File: config.mk
export PLATFORM = sky130hd
export DESIGN_NAME = plk_cell
export DESIGN_NICKNAME = d
export VERILOG_FILES = /design/src/hw/rtl/plk_pkg.sv /design/src/hw/rtl/plk_cell.sv
export SDC_FILE = /design/constraint.sdc
export NUM_CORES = 1
export LEC_CHECK = 0
export ABC_AREA = 1
export ABC_CLOCK_PERIOD_IN_PS = 2850
export BUFFER_PORTS_ARGS = -buffer_cell sky130_fd_sc_hd__buf_2
export CAP_MARGIN = 20
export CORE_ASPECT_RATIO = 0.5
export CORE_MARGIN = 2
export CORE_UTILIZATION = 37
export CTS_CLUSTER_DIAMETER = 100
export DETAILED_ROUTE_END_ITERATION = 8
export GPL_TIMING_DRIVEN = 0
export PLACE_DENSITY = 0.81
export SLEW_MARGIN = 25
export SYNTH_ARGS = -nofsm -noshare
export SYNTH_HDL_FRONTEND = slang
export SYNTH_SLANG_ARGS = --single-unit
File: constraint.sdc
create_clock -name i_clk -period 2.85 [get_ports i_clk]
set_input_delay 0.4275 -clock i_clk [delete_from_list [all_inputs] [get_ports i_clk]]
set_output_delay 0.4275 -clock i_clk [all_outputs]
set_load 0.1 [all_outputs]
File: src/hw/rtl/plk_pkg.sv
// ----------------------------------------------------------------------------
// Positional list store package
// Shared widths, codes and types for the list store and its cells.
// ----------------------------------------------------------------------------
package plk_pkg;

    localparam int CAPACITY_DEF   = 64;
    localparam int DATA_WIDTH_DEF = 32;

    localparam int ACT_W   = 2;
    localparam int POS_W   = 8;
    localparam int VALUE_W = 32;
    localparam int DOUT_W  = 32;
    localparam int STAT_W  = 2;
    localparam int COUNT_W = 7;

    typedef enum logic [ACT_W-1:0] {
        ACT_INSERT = 2'd0,
        ACT_REMOVE = 2'd1,
        ACT_READ   = 2'd2
    } t_action;

    typedef enum logic [STAT_W-1:0] {
        ST_OK    = 2'd0,
        ST_EMPTY = 2'd1,
        ST_RANGE = 2'd2,
        ST_FULL  = 2'd3
    } t_status;

    typedef enum logic {
        S_IDLE = 1'b0,
        S_EXEC = 1'b1
    } t_state;

    typedef struct packed {
        logic ins;
        logic rem;
    } t_cell_cmd;

endpackage

File: src/hw/rtl/plk_cell.sv
// ----------------------------------------------------------------------------
// List cell
// Holds one list entry and shifts toward either neighbor on insert or remove.
// ----------------------------------------------------------------------------
module plk_cell #(
    parameter int DATA_WIDTH = plk_pkg::DATA_WIDTH_DEF,
    parameter int IDX_W      = 6,
    parameter int IDX        = 0
) (
    input  logic                  i_clk,
    input  plk_pkg::t_cell_cmd    i_cmd,
    input  logic [IDX_W-1:0]      i_at,
    input  logic [DATA_WIDTH-1:0] i_value,
    input  logic [DATA_WIDTH-1:0] i_left,
    input  logic [DATA_WIDTH-1:0] i_right,
    output logic [DATA_WIDTH-1:0] o_data,
    output logic [DATA_WIDTH-1:0] o_read
);
    import plk_pkg::*;

    localparam logic [IDX_W-1:0] MY_IDX = IDX_W'(IDX);

    logic [DATA_WIDTH-1:0] r_data;

    always_ff @(posedge i_clk) begin
        if (i_cmd.ins) begin
            if (MY_IDX > i_at) begin
                r_data <= i_left;
            end else if (MY_IDX == i_at) begin
                r_data <= i_value;
            end
        end else if (i_cmd.rem) begin
            if (MY_IDX >= i_at) begin
                r_data <= i_right;
            end
        end
    end

    assign o_data = r_data;
    assign o_read = (MY_IDX == i_at) ? r_data : '0;

endmodule

==> run_results.csv <==
group,metric,value,unit
outcome,status,"finished, final reports clean",
synth,syn_nets,313,
synth,ys_types,11,
timing,fmaxAchievable,492,MHz
synth,synthMuxAreaShare,0,
timing,period_minus_slack,2.03,ns
cells_and_area,nets,456,
route,initialDrtViolationCount,50,
global_routing,antenna_found_initial,0,
synth,ys_seq_area_frac,0.537,
synth,avgSynthCellArea,8.61,um^2
timing,slew_headroom,0.666,
hold_path,min_path_type,"primary input to flip-flop",
timing,rsz0062_at_grt,"no",
timing,finalHoldViolCount,0,
synth,synth_most_common_cell,"inv_1",
synth,synth_edf_count,32,
global_routing,grt_use_total,0.170,
synth,syn-cell-area,1790,um^2
cells_and_area,largest_register_ffs,32,
critical_path,worstSetupStartpoint,"i_at[1]",
synth,yosysTopAreaCellShare,0.537,
floorplanning,core_area,4530,um^2
clock_network,cts_inserted_buffers,5,
timing,worst_slew_pin_slew,0.504,ns
clock_network,postCtsHoldBufs,0,
clock_network,path_clk_slew,0.06,ns
power_and_ir_drop,irDropWorstVdd,0.181,mV
power_and_ir_drop,finalPower,1.00,mW
place,place_hpwl,3.86,mm
floorplanning,ioPinCount,169,
power_and_ir_drop,power.leakage,1.50,nW
route,detail-route-antenna-nets,0,
clock_network,cts_root_buf,"clkbuf_8",
timing,period_share,0.714,
route,vias_per_cell,4.19,
cells_and_area,seq_area,961,um^2
clock_network,clockBufferDepth,2,
critical_path,crit_path_end_kind,"primary output",
cells_and_area,drive_gt1_frac,0.521,
floorplanning,dieArea,5450,um^2
synth,yosys.area.top_type,"edfxtp_1",
place,port_buffers,135,
cells_and_area,synthToLayoutAreaGrowth,48.6,%
synth,netlist_instances,208,
global_routing,grt_start_max_net_pins,24,
synth,synth_compound_area_frac,0.0894,
synth,synthTopCellsByArea,"edfxtp_1 (54%), inv_1 (13%), nor2_2 (9.8%)",
synth,synth-adder-area-share,0,
synth,ys_ff_latch,32,
floorplanning,die_h,53.2,um
critical_path,crit_fanout,10,
synth,ys_warn_count,0,
critical_path,arrival,1.61,ns
route,routed_wl,4.65,mm
synth,synth_simple_gate_area_share,0.202,
route,drc,0,
critical_path,critPathKind,"primary input to primary output",
synth,synth_xor_area_frac,0,
global_routing,grt_overflow_total,0,
synth,synth_top_family_by_area,"simple AND/OR/NAND/NOR gates",
clock_network,post-cts-setup-buffers,0,
flow_run,cap_viol_max_count,0,
timing,fin_setup_tns,0,ns
critical_path,cp.required,2.42,ns
global_routing,grt_pass1_wl,6.91,mm
synth,yosys-top-cells-count,"inv_1 (64), edfxtp_1 (32), nand2_1 (32), o21ai_0 (32), nor2_2 (28)",
synth,synth-main-ff-cell,"edfxtp_1",
route,vias,1748,
floorplanning,die_w,102,um
route,firstDrtPassIters,4,
cells_and_area,n_antenna_cell,0,
clock_network,cts_tree,"built",
cells_and_area,multi_input_area,529,um^2
floorplanning,row_count,17,
clock_network,cts-htree-levels,2,
clock_network,cts.repair.resized,0,
global_routing,grt_pass1_vias,1664,
place,place_congestion,0.863,
clock_network,cts.sinks,32,
power_and_ir_drop,p_per_area,377,nW/um^2
synth,synth-async-reset-ratio,0,
route,wl_per_cell,11.2,um
cells_and_area,fillers,430,
critical_path,start_kind,"primary input",
timing,setup_viol,0,
timing,finalMaxSlewViolations,0,
hold_path,min_from,"i_value[30]",
floorplanning,start_util,0.395,
==> metrics by stage <==
| stage | cells | worst slack [ns] | instance area (um^2) | utilization | hold slack (ns) |
|---|---|---|---|---|---|
| floorplan | 208 | 0.117 | 1790 | - | 0.615 |
| CTS | 417 | 0.805 | 2660 | 0.587 | 0.424 |
| detailed placement | 410 | 0.806 | 2580 | 0.570 | 0.711 |
| global route | 417 | 0.711 | 2660 | 0.587 | 0.444 |
| global placement | 409 | -0.293 | 2550 | 0.563 | 0.708 |
| finish | 417 | 0.816 | 2660 | 0.587 | 0.427 |
==> critical path, cell delays in order <==
cell     delay, ns
buf_2         0.09
nor2_1        0.13
nand3_2       0.20
buf_6         0.22
nor2_2        0.09
buf_2         0.44
==> routing by layer <==
metal  global-route usage  wire (um)
met5                    0          0
met1                0.163       1730
met4               0.0511         29
met2                0.362       2710
met3               0.0410        183
==> report_power, final <==
part,switching (mW),internal [mW]
Sequential,0.00216,0.527
Combinational,0.103,0.0596
Clock,0.151,0.161
Total,0.256,0.747
==> cell type report <==
cell class	instances	share of cell area
well taps	66	0.0310
clock buffers	5	0.0259
flip-flops and latches	32	0.361
repair buffers	136	0.264
clock inverters	2	0.00282
inverters	64	0.0903
plain buffers	10	0.0254
multi-input cells	102	0.199
==> cells in the final DEF (no fill, tap or decap), types with 2 or more instances in the layout <==
cell type  synthesis  final
clkbuf_8           0      5
nor2_4             3      4
o21ai_0           32     32
buf_6              3      3
nor2_1             6      5
edfxtp_1          32     32
inv_1             64     64
clkinv_1           0      2
nor2_2            28     28
nand2_1           32     32
buf_2              6    141
==> cell families after synthesis <==
kind of cell,Yosys count
buffers and inverters,74
AND/OR/NAND/NOR,70
AO/OA/AOI/OAI,32
flip-flops,32
==> path summary, 6_finish.rpt <==
path,end,slack (ns),cells after the start
hold / removal,o_data[30]$_DFFE_PP_,0.43,3
setup / recovery,o_read[5],0.82,6
No activity file was read; power rests on OpenSTA's default activity.
